<file path="config.mk">
export PLATFORM = sky130hd
export DESIGN_NAME = periodic_timer_bank
export DESIGN_NICKNAME = d
export VERILOG_FILES = /design/src/design/ptb_pkg.sv /design/src/design/ptb_timer_mem.sv /design/src/design/ptb_engine.sv /design/src/design/periodic_timer_bank.sv
export VERILOG_INCLUDE_DIRS = /design/src /design/src/design
export SDC_FILE = /design/constraint.sdc
export NUM_CORES = 1
export LEC_CHECK = 0
export BUFFER_PORTS_ARGS = -buffer_cell sky130_fd_sc_hd__buf_2
export CAP_MARGIN = 20
export CORE_MARGIN = 10
export CORE_UTILIZATION = 62
export DETAILED_ROUTE_END_ITERATION = 7
export GPL_TIMING_DRIVEN = 0
export PLACE_DENSITY = 0.8
export SLEW_MARGIN = 40
export SYNTH_ARGS = -nofsm -noshare
export SYNTH_HDL_FRONTEND = slang
export SYNTH_SLANG_ARGS = --single-unit
</file>
<file path="constraint.sdc">
create_clock -name clk -period 6.2 [get_ports clk]
set_clock_uncertainty 0.2 [all_clocks]
set_input_delay 0.62 -clock clk [delete_from_list [all_inputs] [get_ports clk]]
set_output_delay 0.62 -clock clk [all_outputs]
set_load 0.01 [all_outputs]
</file>
<file path="src/design/assert_macros.svh">
// ---------------------------------------------------------------------------
// assert_macros.svh
// concurrent assertion helpers used by the timer bank rtl
// ---------------------------------------------------------------------------
`ifndef ASSERT_MACROS_SVH
`define ASSERT_MACROS_SVH

// same-cycle implication, disabled during reset
`define ASSERT_SAME(label, clk, rst_n, ante, cons) \
    label: assert property (@(posedge clk) disable iff (!rst_n) (ante) |-> (cons)) \
        else $error("assertion failed: same-cycle implication");

// next-cycle implication, disabled during reset
`define ASSERT_NEXT(label, clk, rst_n, ante, cons) \
    label: assert property (@(posedge clk) disable iff (!rst_n) (ante) |=> (cons)) \
        else $error("assertion failed: next-cycle implication");

`endif

</file>
<file path="src/design/ptb_pkg.sv">
// ---------------------------------------------------------------------------
// ptb_pkg
// shared types and codes of the periodic timer bank
// ---------------------------------------------------------------------------
package ptb_pkg;

    localparam int OPCODE_W = 2;
    localparam int TIDX_W   = 4;   // timer_index and expired_index width
    localparam int CNT_W    = 32;  // counter and interval width
    localparam int TIU_W    = 5;   // timers_in_use width
    localparam int APB_AW   = 3;
    localparam int APB_DW   = 32;

    localparam logic [OPCODE_W-1:0] OP_TICK   = 2'd0;
    localparam logic [OPCODE_W-1:0] OP_ARM    = 2'd1;
    localparam logic [OPCODE_W-1:0] OP_DISARM = 2'd2;

    // word index of the timers_in_use register (paddr[2])
    localparam logic REG_TIMERS_IN_USE = 1'b0;

    typedef enum logic [1:0] {
        ST_IDLE,
        ST_SCAN,
        ST_LAST,
        ST_DONE
    } state_t;

    typedef struct packed {
        logic rem_we;
        logic rel_we;
    } mem_ctl_t;

endpackage

</file>
<file path="src/design/ptb_timer_mem.sv">
// ---------------------------------------------------------------------------
// ptb_timer_mem
// remaining-count and reload memories, one write and one registered read
// port each, with per-entry valid bits standing in for the reset clear
// ---------------------------------------------------------------------------
module ptb_timer_mem
    import ptb_pkg::*;
#(
    parameter int NUM_TIMERS = 16
) (
    input  logic                                    clk,
    input  logic                                    rst_n,
    input  mem_ctl_t                                ctl,
    input  logic [(NUM_TIMERS > 1 ? $clog2(NUM_TIMERS) : 1)-1:0] wr_addr,
    input  logic [CNT_W-1:0]                        rem_wdata,
    input  logic [CNT_W-1:0]                        rel_wdata,
    input  logic [(NUM_TIMERS > 1 ? $clog2(NUM_TIMERS) : 1)-1:0] rd_addr,
    output logic [CNT_W-1:0]                        rd_rem,
    output logic [CNT_W-1:0]                        rd_rel
);

    logic [CNT_W-1:0]      rem_mem [NUM_TIMERS];
    logic [CNT_W-1:0]      rel_mem [NUM_TIMERS];
    logic [NUM_TIMERS-1:0] valid_reg;
    logic [CNT_W-1:0]      rd_rem_reg;
    logic [CNT_W-1:0]      rd_rel_reg;
    logic                  rd_vld_reg;

    always_ff @(posedge clk)
    begin
        if (ctl.rem_we)
        begin
            rem_mem[wr_addr] <= rem_wdata;
        end
        if (ctl.rel_we)
        begin
            rel_mem[wr_addr] <= rel_wdata;
        end
        rd_rem_reg <= rem_mem[rd_addr];
        rd_rel_reg <= rel_mem[rd_addr];
    end

    // an entry becomes valid once both words are written by an arm
    always_ff @(posedge clk or negedge rst_n)
    begin
        if (!rst_n)
        begin
            valid_reg  <= '0;
            rd_vld_reg <= 1'b0;
        end
        else
        begin
            if (ctl.rel_we)
            begin
                valid_reg[wr_addr] <= 1'b1;
            end
            rd_vld_reg <= valid_reg[rd_addr];
        end
    end

    assign rd_rem = rd_vld_reg ? rd_rem_reg : '0;
    assign rd_rel = rd_vld_reg ? rd_rel_reg : '0;

endmodule

</file>
<file path="src/design/ptb_engine.sv">
// ---------------------------------------------------------------------------
// ptb_engine
// command decode, tick scan sequencer and expiry reporting
// ---------------------------------------------------------------------------
module ptb_engine
    import ptb_pkg::*;
#(
    parameter int NUM_TIMERS = 16
) (
    input  logic                   clk,
    input  logic                   rst_n,
    input  logic                   start,
    input  logic [OPCODE_W-1:0]    opcode,
    input  logic [TIDX_W-1:0]      timer_index,
    input  logic [CNT_W-1:0]       timeout_ticks,
    input  logic [CNT_W-1:0]       reload_ticks,
    input  logic [(($clog2(NUM_TIMERS + 1) > TIU_W) ? $clog2(NUM_TIMERS + 1) : TIU_W)-1:0] limit,
    output logic                   busy,
    output logic                   result_valid,
    output logic [TIDX_W-1:0]      expired_index,
    output logic                   last_expiry,
    output mem_ctl_t               mem_ctl,
    output logic [(NUM_TIMERS > 1 ? $clog2(NUM_TIMERS) : 1)-1:0] wr_addr,
    output logic [CNT_W-1:0]       rem_wdata,
    output logic [CNT_W-1:0]       rel_wdata,
    output logic [(NUM_TIMERS > 1 ? $clog2(NUM_TIMERS) : 1)-1:0] rd_addr,
    input  logic [CNT_W-1:0]       rd_rem,
    input  logic [CNT_W-1:0]       rd_rel
);

    localparam int IDX_W = (NUM_TIMERS > 1) ? $clog2(NUM_TIMERS) : 1;
    localparam int LIM_W = $clog2(NUM_TIMERS + 1);
    localparam int CMP_W = (LIM_W > TIU_W) ? LIM_W : TIU_W;

    state_t           state_reg, state_next;
    logic [CMP_W-1:0] rd_cnt_reg, rd_cnt_next;
    logic             proc_vld_reg;
    logic [IDX_W-1:0] proc_idx_reg;
    logic             pend_vld_reg, pend_vld_next;
    logic [IDX_W-1:0] pend_idx_reg, pend_idx_next;

    logic             accept;
    logic [CMP_W-1:0] idx_ext;
    logic             in_range;
    logic [CNT_W-1:0] rem_dec;
    logic             expire;
    logic [CMP_W-1:0] pend_ext;

    assign accept   = start && (state_reg == ST_IDLE);
    assign idx_ext  = CMP_W'(timer_index);
    assign in_range = idx_ext < limit;
    assign rem_dec  = rd_rem - CNT_W'(1);
    assign expire   = proc_vld_reg && (rd_rem == CNT_W'(1));
    assign rd_addr  = rd_cnt_reg[IDX_W-1:0];
    assign pend_ext = CMP_W'(pend_idx_reg);

    // next state
    always_comb
    begin
        state_next  = state_reg;
        rd_cnt_next = rd_cnt_reg;
        case (state_reg)
            ST_IDLE:
            begin
                rd_cnt_next = '0;
                if (accept && (opcode == OP_TICK) && (limit != '0))
                begin
                    state_next = ST_SCAN;
                end
            end
            ST_SCAN:
            begin
                rd_cnt_next = rd_cnt_reg + CMP_W'(1);
                if (rd_cnt_reg == (limit - CMP_W'(1)))
                begin
                    state_next = ST_LAST;
                end
            end
            ST_LAST:
            begin
                state_next = ST_DONE;
            end
            ST_DONE:
            begin
                state_next = ST_IDLE;
            end
            default:
            begin
                state_next = ST_IDLE;
            end
        endcase
    end

    // outputs: memory writes and result strobe
    always_comb
    begin
        busy          = (state_reg != ST_IDLE);
        mem_ctl       = '0;
        wr_addr       = idx_ext[IDX_W-1:0];
        rem_wdata     = timeout_ticks;
        rel_wdata     = reload_ticks;
        result_valid  = 1'b0;
        last_expiry   = 1'b0;
        expired_index = pend_ext[TIDX_W-1:0];
        pend_vld_next = pend_vld_reg;
        pend_idx_next = pend_idx_reg;

        if (accept && in_range && (opcode == OP_ARM))
        begin
            mem_ctl.rem_we = 1'b1;
            mem_ctl.rel_we = 1'b1;
        end
        else if (accept && in_range && (opcode == OP_DISARM))
        begin
            mem_ctl.rem_we = 1'b1;
            rem_wdata      = '0;
        end
        else if (proc_vld_reg && (rd_rem != '0))
        begin
            mem_ctl.rem_we = 1'b1;
            wr_addr        = proc_idx_reg;
            rem_wdata      = expire ? rd_rel : rem_dec;
        end

        // an expiry is held until the next one or the scan end shows if it is the last
        if (expire)
        begin
            result_valid  = pend_vld_reg;
            pend_vld_next = 1'b1;
            pend_idx_next = proc_idx_reg;
        end
        else if (state_reg == ST_DONE)
        begin
            result_valid  = pend_vld_reg;
            last_expiry   = 1'b1;
            pend_vld_next = 1'b0;
        end
    end

    always_ff @(posedge clk or negedge rst_n)
    begin
        if (!rst_n)
        begin
            state_reg    <= ST_IDLE;
            rd_cnt_reg   <= '0;
            proc_vld_reg <= 1'b0;
            pend_vld_reg <= 1'b0;
        end
        else
        begin
            state_reg    <= state_next;
            rd_cnt_reg   <= rd_cnt_next;
            proc_vld_reg <= (state_reg == ST_SCAN);
            pend_vld_reg <= pend_vld_next;
        end
    end

    always_ff @(posedge clk)
    begin
        proc_idx_reg <= rd_cnt_reg[IDX_W-1:0];
        pend_idx_reg <= pend_idx_next;
    end

endmodule

</file>
<file path="src/design/periodic_timer_bank.sv">
// ---------------------------------------------------------------------------
// periodic_timer_bank
// bank of one-shot and periodic countdown timers with expiry reporting
// ---------------------------------------------------------------------------
// An item is taken when start is high and busy is low. Arm and disarm items
// report nothing and leave busy low, so the next item can be taken in the
// following cycle. A tick item runs from its accept through the scan, which
// reads one timer per cycle through the single read port of the count
// memory and covers timers_in_use timers (capped at NUM_TIMERS); ST_LAST
// then finishes the last read-modify-write and ST_DONE reports the final
// expiry. busy is high from the cycle after the accept until the tick ends.
// A tick with timers_in_use at zero leaves busy low. Expiries come out in
// index order, at most one per cycle, each on the result ports for exactly
// one cycle with result_valid high; the receiver cannot stall them, so it
// must take every strobe. last_expiry marks the final expiry of a tick, and
// a tick with no expiry gives no strobe at all. Stores come out of reset
// cleared at once through per-entry valid bits, so there is no clearing
// pass. timers_in_use is written over the apb port at byte address 0 and
// should only be changed while busy is low.
// ---------------------------------------------------------------------------
`include "assert_macros.svh"

module periodic_timer_bank
    import ptb_pkg::*;
#(
    parameter int NUM_TIMERS = 16
) (
    input  logic                clk,
    input  logic                rst_n,
    // command channel
    input  logic                start,
    output logic                busy,
    input  logic [OPCODE_W-1:0] opcode,
    input  logic [TIDX_W-1:0]   timer_index,
    input  logic [CNT_W-1:0]    timeout_ticks,
    input  logic [CNT_W-1:0]    reload_ticks,
    // result channel
    output logic                result_valid,
    output logic [TIDX_W-1:0]   expired_index,
    output logic                last_expiry,
    // configuration port
    input  logic                psel,
    input  logic                penable,
    input  logic                pwrite,
    input  logic [APB_AW-1:0]   paddr,
    input  logic [APB_DW-1:0]   pwdata,
    output logic [APB_DW-1:0]   prdata,
    output logic                pready
);

    localparam int IDX_W = (NUM_TIMERS > 1) ? $clog2(NUM_TIMERS) : 1;
    localparam int LIM_W = $clog2(NUM_TIMERS + 1);
    localparam int CMP_W = (LIM_W > TIU_W) ? LIM_W : TIU_W;

    logic [TIU_W-1:0] tiu_reg;
    logic             cfg_wr;
    logic [CMP_W-1:0] tiu_ext;
    logic [CMP_W-1:0] num_ext;
    logic [CMP_W-1:0] limit;

    mem_ctl_t         mem_ctl;
    logic [IDX_W-1:0] wr_addr;
    logic [IDX_W-1:0] rd_addr;
    logic [CNT_W-1:0] rem_wdata;
    logic [CNT_W-1:0] rel_wdata;
    logic [CNT_W-1:0] rd_rem;
    logic [CNT_W-1:0] rd_rel;

    // register access, no wait states
    assign pready = 1'b1;
    assign cfg_wr = psel && penable && pwrite && pready && (paddr[2] == REG_TIMERS_IN_USE);
    assign prdata = (paddr[2] == REG_TIMERS_IN_USE) ? APB_DW'(tiu_reg) : '0;

    always_ff @(posedge clk or negedge rst_n)
    begin
        if (!rst_n)
        begin
            tiu_reg <= '0;
        end
        else if (cfg_wr)
        begin
            tiu_reg <= pwdata[TIU_W-1:0];
        end
    end

    // timers scanned per tick, clamped to the bank size
    assign tiu_ext = CMP_W'(tiu_reg);
    assign num_ext = CMP_W'(NUM_TIMERS);
    assign limit   = (tiu_ext > num_ext) ? num_ext : tiu_ext;

    ptb_engine #(
        .NUM_TIMERS(NUM_TIMERS)
    ) u_engine (
        .clk          (clk),
        .rst_n        (rst_n),
        .start        (start),
        .opcode       (opcode),
        .timer_index  (timer_index),
        .timeout_ticks(timeout_ticks),
        .reload_ticks (reload_ticks),
        .limit        (limit),
        .busy         (busy),
        .result_valid (result_valid),
        .expired_index(expired_index),
        .last_expiry  (last_expiry),
        .mem_ctl      (mem_ctl),
        .wr_addr      (wr_addr),
        .rem_wdata    (rem_wdata),
        .rel_wdata    (rel_wdata),
        .rd_addr      (rd_addr),
        .rd_rem       (rd_rem),
        .rd_rel       (rd_rel)
    );

    ptb_timer_mem #(
        .NUM_TIMERS(NUM_TIMERS)
    ) u_mem (
        .clk      (clk),
        .rst_n    (rst_n),
        .ctl      (mem_ctl),
        .wr_addr  (wr_addr),
        .rem_wdata(rem_wdata),
        .rel_wdata(rel_wdata),
        .rd_addr  (rd_addr),
        .rd_rem   (rd_rem),
        .rd_rel   (rd_rel)
    );

    // results only come out of a running scan
    `ASSERT_SAME(a_result_in_scan, clk, rst_n, result_valid, busy)
    // arm, disarm and unknown codes finish in the accept cycle
    `ASSERT_NEXT(a_cmd_single, clk, rst_n, start && !busy && (opcode != OP_TICK), !busy)
    // an empty bank tick finishes at once
    `ASSERT_NEXT(a_empty_tick, clk, rst_n, start && !busy && (limit == '0), !busy)
    // the final expiry closes the tick
    `ASSERT_NEXT(a_last_ends, clk, rst_n, result_valid && last_expiry, !busy)

endmodule

</file>
==> out/metrics.yaml, run 1 <==
setup_path:
  endpoint_kind: "flop"
  cp-start-kind: "flop"
  cp_common_cell: "buf_2"
  worstReg2RegStart: "u_mem.rd_vld_reg$_DFF_PN0_"
  critPathCapture: "u_mem.rem_mem[9][26]$_DFFE_PP_"
  r2r-end: "u_mem.rem_mem[9][26]$_DFFE_PP_"
  cp_slowest_cell: "nor3_2"
  worst-path-max-fanout: 10
  critPathLaunch: "u_mem.rd_vld_reg$_DFF_PN0_"
  crit_chain: "buf_2 > buf_1 > clkbuf_1 > nand2_1 > ha_1 > and2_1 > buf_6 > a21oi_4 > mux2i_1 > buf_2 > nor3_2 > buf_4 > buf_4 > buf_2 > buf_2"
  path_depth: 15
  critPathRequiredTime_ns: 6.36
  critical_path_class: "reg2reg"
  r2r_cells: 15
  reg2reg_slack_ns: 0.45
  path_buf_inv: 9
  crit_arrival_ns: 5.90
  critPathTopFamily: "buffers and inverters"
  slowest_delay_ns: 0.65
synth:
  synthFlopType: "edfxtp_1"
  synth_warnings: 0
  syn_area_um2: 44600
  yosysTopAreaCell: "edfxtp_1"
  synth_edf_count: 1028
  syn_inst: 2520
  ys_top_cells_by_area: "edfxtp_1 69%, mux4_2 6.6%, mux2i_1 4.6%, dfxtp_1 3.0%, o21ai_0 1.9%"
  synth_cell_type_count: 76
  yosys.area.top_type_share: 0.691
  ys_seq_elements: 1127
  avgSynthCellArea_um2: 17.7
  synth_seq_area_share: 0.739
  async_flop_share: 0.0275
  synth_commonest_cells: "1,028 x edfxtp_1, 204 x mux2i_1, 168 x o21ai_0, 130 x mux4_2, 106 x nand2_1"
  yosysMostFrequentCell: "edfxtp_1"
detailed_routing:
  via_count: 26800
  antenna_left: 0
  drc: 0
  via_per_inst: 6.77
  dr.pass1.iters: 5
  wirelength_um: 126000
  wl_per_cell_um: 32.0
  drt_iter0_markers: 3740
floorplan:
  fp.dieH_um: 288
  rows: 98
  core_um2: 71500
  io_pins: 151
  die_area_um2: 83100
  initial_core_util: 0.625
  die_width_um: 288
clocking:
  cts_tree: "yes"
  root_buffer: "clkbuf_16"
  htree_num_levels: 3
  cts.sinks: 1127
  cts.reportedPaths.clkPinSlew_ns: 0.07
  cts_made_buffers: 105
  cts_hold_buffers: 6
  ctsResizeCount: 0
  insertion_delay_ns: 0.69
  cts_setup_buffers: 0
  clockBufferDepth: 3
power_and_ir_drop:
  power_frac_seq: 0.445
  switching_share: 0.325
  combPwrFrac: 0.262
  leakage_nw: 17.5
  power.internal_mw: 15.2
  clkPwrFrac: 0.293
  powerDensity_nw_per_um2: 435
  p_total_mw: 22.4
  ir_drop_v: 0.000302
  p_switching_mw: 7.28
placed_design:
  post-dp-hpwl_um: 87000
  dp_cells: 3740
  dpl_cell_area_um2: 47900
  place_ws_ns: 0.589
  gp_congestion: 0.944
  port_buffers: 93
run:
  drv_cap: 0
layout:
  layoutNonFillerInstCount: 3950
  fin_area_um2: 51500
  finish.net_count: 3027
  drive_above_1_share: 0.257
  syn_to_final_growth_pct: 15.4
  top_regs: "u_mem.rel_mem: 512 flops, u_mem.rem_mem: 512 flops"
  fillers: 4078
global_route:
  grt_pass1_vias: 26900
  antenna_found_initial: 13
  grtUsageTotal: 0.303
  overflow: 0
  grt_pass1_wl_um: 182000
  grt_max_degree: 32
status:
  status: "finished, final reports clean"
sta:
  whs_ns: 0.109
  slew_viol_final: 0
  relSlewSlack: 0.389
  setup_slack_ns: 0.455
  finalHoldViolCount: 0
  fmax_ghz: 0.174
  period_minus_slack_ns: 5.75
  rsz0062_at_grt: "no"
  period_share: 0.927
  worst_pin_slew_ns: 0.916
  setup_viol: 0
hold_path:
  hold_path_class: "in2reg"
[worst min path at each step]
| stage | startpoint | end | depth (start not counted) | slack [ns] |
|---|---|---|---|---|
| global placement | u_engine.rd_cnt_reg[2]$_DFFE_PN0P_ | u_engine.proc_idx_reg[2]$_DFF_P_ | 0 | 0.15 |
| detailed placement | u_engine.rd_cnt_reg[2]$_DFFE_PN0P_ | u_engine.proc_idx_reg[2]$_DFF_P_ | 0 | 0.16 |
| CTS | reload_ticks[27] | u_mem.rel_mem[10][27]$_DFFE_PP_ | 1 | 0.07 |
| global route | reload_ticks[27] | u_mem.rel_mem[9][27]$_DFFE_PP_ | 1 | 0.10 |
| finish | reload_ticks[27] | u_mem.rel_mem[10][27]$_DFFE_PP_ | 1 | 0.11 |
| floorplan | rst_n | tiu_ext[0]$_DFFE_PN0P_ | 0 | 0.12 |
[per-stage QoR]
step | utilization | setup TNS, ns
floorplan | - | 0
global placement | 0.649 | -1771.06
detailed placement | 0.670 | 0
CTS | 0.720 | 0
global route | 0.721 | 0
finish | 0.721 | 0
[power by group through the flow]
stage	logic, mW	registers [mW]	clock network, mW
5_1_grt	6.16	9.98	6.87
4_1_cts	5.77	9.93	6.58
3_5_place_dp	5.67	10.1	0
2_1_floorplan	3.60	9.70	0
6_report	5.88	9.98	6.57
3_3_place_gp	5.31	10.1	0
[logic make-up after synthesis]
| family | Yosys count | synth area share |
|---|---|---|
| adder cells (fa/ha/maj) | 12 | 0.00336 |
| AO/OA/AOI/OAI | 476 | 0.0689 |
| XOR/XNOR | 18 | 0.00353 |
| AND/OR/NAND/NOR | 286 | 0.0340 |
| multiplexers | 411 | 0.131 |
| other | 2 | 0.000168 |
| buffers and inverters | 188 | 0.0196 |
| flip-flops | 1127 | 0.739 |
[layout by cell type, fill, tap and decap left out, types with 20 or more instances in the layout]
cell type  Yosys  final
edfxtp_1    1028   1028
mux2i_1      204    204
buf_2         21    168
o21ai_0      168    168
mux4_2       130    130
buf_4         30    111
clkbuf_16      0    107
nand2_1      106    106
clkbuf_1      87     99
a21oi_1       95     84
mux2_2        74     74
dfxtp_1       68     68
a221oi_1      67     67
a22oi_1       65     65
dfrtp_1       31     31
conb_1         2     28
buf_6          4     24
nor2_1        31     24
nor3_2        12     22
clkbuf_2       0     20
clkinv_2       0     20
[cell type report]
class | instances | area [µm²] | share of cell area
multi-input cells | 1231 | 11100 | 0.216
flip-flops and latches | 1127 | 33000 | 0.640
clock buffers | 143 | 2890 | 0.0561
repair buffers | 251 | 1730 | 0.0336
well taps | 950 | 1190 | 0.0231
plain buffers | 169 | 847 | 0.0164
inverters | 19 | 71.3 | 0.00138
diodes | 5 | 12.5 | 0.000243
clock inverters | 55 | 639 | 0.0124
[per-layer routing]
metal  part of all wire  routed length, µm  GRT usage
met5             0.0010                128          0
met1               0.34              43400      0.369
met3               0.11              14400     0.0864
met4              0.054               6890      0.150
met2               0.49              61600      0.494
[worst reg2reg max path: stages (launching register included)]
cell,delay [ns]
dfrtp_1,0.32
buf_2,0.26
buf_1,0.52
clkbuf_1,0.57
nand2_1,0.19
ha_1,0.38
and2_1,0.20
buf_6,0.16
a21oi_4,0.43
mux2i_1,0.23
buf_2,0.26
nor3_2,0.65
buf_4,0.31
buf_4,0.22
buf_2,0.26
buf_2,0.27
Note: power is estimated with default switching activity, not from simulation.
==> run 2: changes to the inputs <==
--- a/config.mk
+++ b/config.mk
@@ -8,11 +8,14 @@
 export LEC_CHECK = 0
 export BUFFER_PORTS_ARGS = -buffer_cell sky130_fd_sc_hd__buf_2
 export CAP_MARGIN = 20
+export CELL_PAD_IN_SITES_DETAIL_PLACEMENT = 1
+export CELL_PAD_IN_SITES_GLOBAL_PLACEMENT = 2
 export CORE_MARGIN = 10
-export CORE_UTILIZATION = 62
+export CORE_UTILIZATION = 49
+export CTS_BUF_LIST = sky130_fd_sc_hd__clkbuf_4
 export DETAILED_ROUTE_END_ITERATION = 7
 export GPL_TIMING_DRIVEN = 0
-export PLACE_DENSITY = 0.8
+export PLACE_DENSITY_LB_ADDON = 0.1
 export SLEW_MARGIN = 40
 export SYNTH_ARGS = -nofsm -noshare
 export SYNTH_HDL_FRONTEND = slang
==> run 2 against run 1 <==
  * Utilization shrank 13 points
  * Worst hold slack gained 0.027 ns
  * Global-route usage shrank 3.8 points
  * Count of clock-buffer cells in the layout grew 318
  * Sequential power shrank 1%
  * Cell area grew 2.9%
  * Critical path depth grew 1
  * Critical endpoint is now u_mem.rem_mem[9][27]$_DFFE_PP_
==> out/metrics.yaml, run 2 (synthesis results as in run 1) <==
status:
  status: "finished, final reports clean"  # unchanged
sta:
  whs_ns: 0.136  # was 0.109 ns
  period_share: 0.931  # was 0.927
  slew_viol_final: 0  # unchanged
  fmax_ghz: 0.173  # was 0.174 GHz
  rsz0062_at_grt: "no"  # unchanged
  period_minus_slack_ns: 5.77  # was 5.75 ns
  finalHoldViolCount: 0  # unchanged
  setup_slack_ns: 0.428  # was 0.455 ns
  relSlewSlack: 0.361  # was 0.389
  setup_viol: 0  # unchanged
  worst_pin_slew_ns: 0.959  # was 0.916 ns
run:
  drv_cap: 0  # unchanged
clocking:
  cts_tree: "yes"  # unchanged
  htree_num_levels: 5  # was 3
  root_buffer: "clkbuf_4"  # was clkbuf_16
  cts.sinks: 1127  # unchanged
  cts.reportedPaths.clkPinSlew_ns: 0.07  # about the same
  insertion_delay_ns: 1.19  # was 0.69 ns
  clockBufferDepth: 4  # was 3
  cts_made_buffers: 307  # was 105
global_route:
  grtUsageMet1: 0.321  # was 0.369
  grt_max_degree: 32  # unchanged
  grt_pass1_vias: 29300  # was 26,900
  overflow: 0  # unchanged
  met3_usage: 0.0718  # was 0.0864
  grt_pass1_wl_um: 197000  # was 182,000 µm
  antenna_found_initial: 14  # was 13
  globalRoute.busiestLayer: "met2"  # unchanged
  use_met2: 0.437  # was 0.494
  grtUsageTotal: 0.264  # was 0.303
detailed_routing:
  dr.pass1.iters: 5  # unchanged
  wl_per_cell_um: 29.8  # was 32.0 µm
  drt_iter0_markers: 2560  # was 3,740
  drc: 0  # unchanged
  via_per_inst: 5.90  # was 6.77
  via_count: 27100  # was 26,800
  wirelength_um: 137000  # was 126,000 µm
  antenna_left: 0  # unchanged
layout:
  mostFrequentLayoutCells: "1,028 x edfxtp_1, 461 x clkbuf_4, 204 x mux2i_1"  # was 1,028 x edfxtp_1, 204 x mux2i_1, 168 x buf_2, 168 x o21ai_0, 130 x mux4_2
  top_regs: "u_mem.rel_mem: 512 flops, u_mem.rem_mem: 512 flops"  # unchanged
  syn_to_final_growth_pct: 18.8  # was 15.4%
  drive_above_1_share: 0.327  # was 0.257
  mostFrequentLayoutCell: "edfxtp_1"  # unchanged
  finish.net_count: 3325  # was 3,027
setup_path:
  critical_path_class: "reg2reg"  # unchanged
  worst-path-max-fanout: 10  # unchanged
  endpoint_kind: "flop"  # unchanged
  cp-start-kind: "flop"  # unchanged
  crit_arrival_ns: 6.44  # was 5.90 ns
  critPathRequiredTime_ns: 6.87  # was 6.36 ns
floorplan:
  io_pins: 151  # unchanged
  die_area_um2: 104000  # was 83,100 µm²
  core_um2: 90100  # was 71,500 µm²
  fp.dieH_um: 322  # was 288 µm
  die_width_um: 322  # was 288 µm
  rows: 110  # was 98
  initial_core_util: 0.495  # was 0.625
placed_design:
  place_ws_ns: 0.540  # was 0.589 ns
  port_buffers: 93  # unchanged
  gp_congestion: 0.911  # was 0.944
  post-dp-hpwl_um: 96700  # was 87,000 µm
hold_path:
  hold_path_class: "in2reg"  # unchanged
power_and_ir_drop:
  powerDensity_nw_per_um2: 421  # was 435 nW/µm²
  ir_drop_v: 0.000230  # was 0.000302 V
  leakage_nw: 18.5  # was 17.5 nW
## run 2: changes by cell type in the layout (fill, tap and decap cells not counted), sizes merged
cell,change
buf,+20
inv,+1
dlygate4sd3,+80
clkinv,+4
bufinv,-8
clkbuf,+314
clkinvlp,-2
## run 2: worst max-delay path: stages, from the launching register on
cell and delay [ns]:
dfrtp_1 0.38, buf_2 0.31, buf_1 0.48, clkbuf_1 0.52
nand2_1 0.17, ha_1 0.39, and2_1 0.21, buf_6 0.15
a21oi_4 0.50, mux2i_1 0.27, buf_2 0.31, nor3_2 0.34
buf_2 0.33, buf_2 0.29, buf_4 0.23, buf_4 0.20
buf_4 0.16
## run 2: where the power goes
part	total, mW	internal [mW]	switching (mW)
combinational	5.96	2.09	3.87
sequential	9.87	9.36	0.508
clock	6.48	3.49	2.99
total	22.3	14.9	7.36
## run 2: layout make-up
cell class	instances	area (µm²)
Buffer	169	857
Antenna cell	5	12.5
Multi-Input combinational cell	1231	11100
Tap cell	1176	1470
Fill cell	8285	37100
Clock buffer	461	3460
Timing Repair Buffer	347	2740
Sequential cell	1127	33000
Clock inverter	50	277
Inverter	19	71.3
## run 2: per-stage QoR
step / area (µm²) / utilization / cells / power, mW / TNS [ns]
finish: 53000 / 0.588 / 4585 / 22.3 / 0
detailed placement: 48400 / 0.537 / 3981 / 15.9 / 0
CTS: 53000 / 0.588 / 4579 / 22.4 / 0
global placement: 46700 / 0.518 / 3815 / 15.5 / -2278.56
global route: 53000 / 0.588 / 4583 / 23.3 / 0
floorplan: 44700 / - / 2546 / 13.3 / 0
## run 2: what timing repair did
item	in CTS	in global routing
buffers inserted	0	0
hold endpoints to repair	937	0
gates resized for setup	0	0
hold buffers	87	0
## run 2: metal layers
layer / part of all wire / wire [µm]
met3: 0.073 / 10000
met2: 0.50 / 67900
met4: 0.038 / 5210
met5: 0.00069 / 94
met1: 0.39 / 53400
## run 2: final timing paths
kind / from / to / slack [ns] / cells past startpoint
min in group asynchronous: rst_n / u_mem.valid_reg[13]$_DFFE_PN0P_ / 0.28 / 4
worst min-delay path: timeout_ticks[7] / u_mem.rem_mem[15][7]$_DFFE_PP_ / 0.14 / 2
worst min register to register: u_engine.rd_cnt_reg[3]$_DFFE_PN0P_ / u_engine.proc_idx_reg[3]$_DFF_P_ / 0.17 / 0
worst max register to register: u_mem.rd_vld_reg$_DFF_PN0_ / u_mem.rem_mem[9][27]$_DFFE_PP_ / 0.43 / 16
max in group asynchronous: rst_n / u_engine.state_reg[0]$_DFFE_PN0P_ / 5.26 / 4
worst max-delay path: u_mem.rd_vld_reg$_DFF_PN0_ / u_mem.rem_mem[9][27]$_DFFE_PP_ / 0.43 / 16
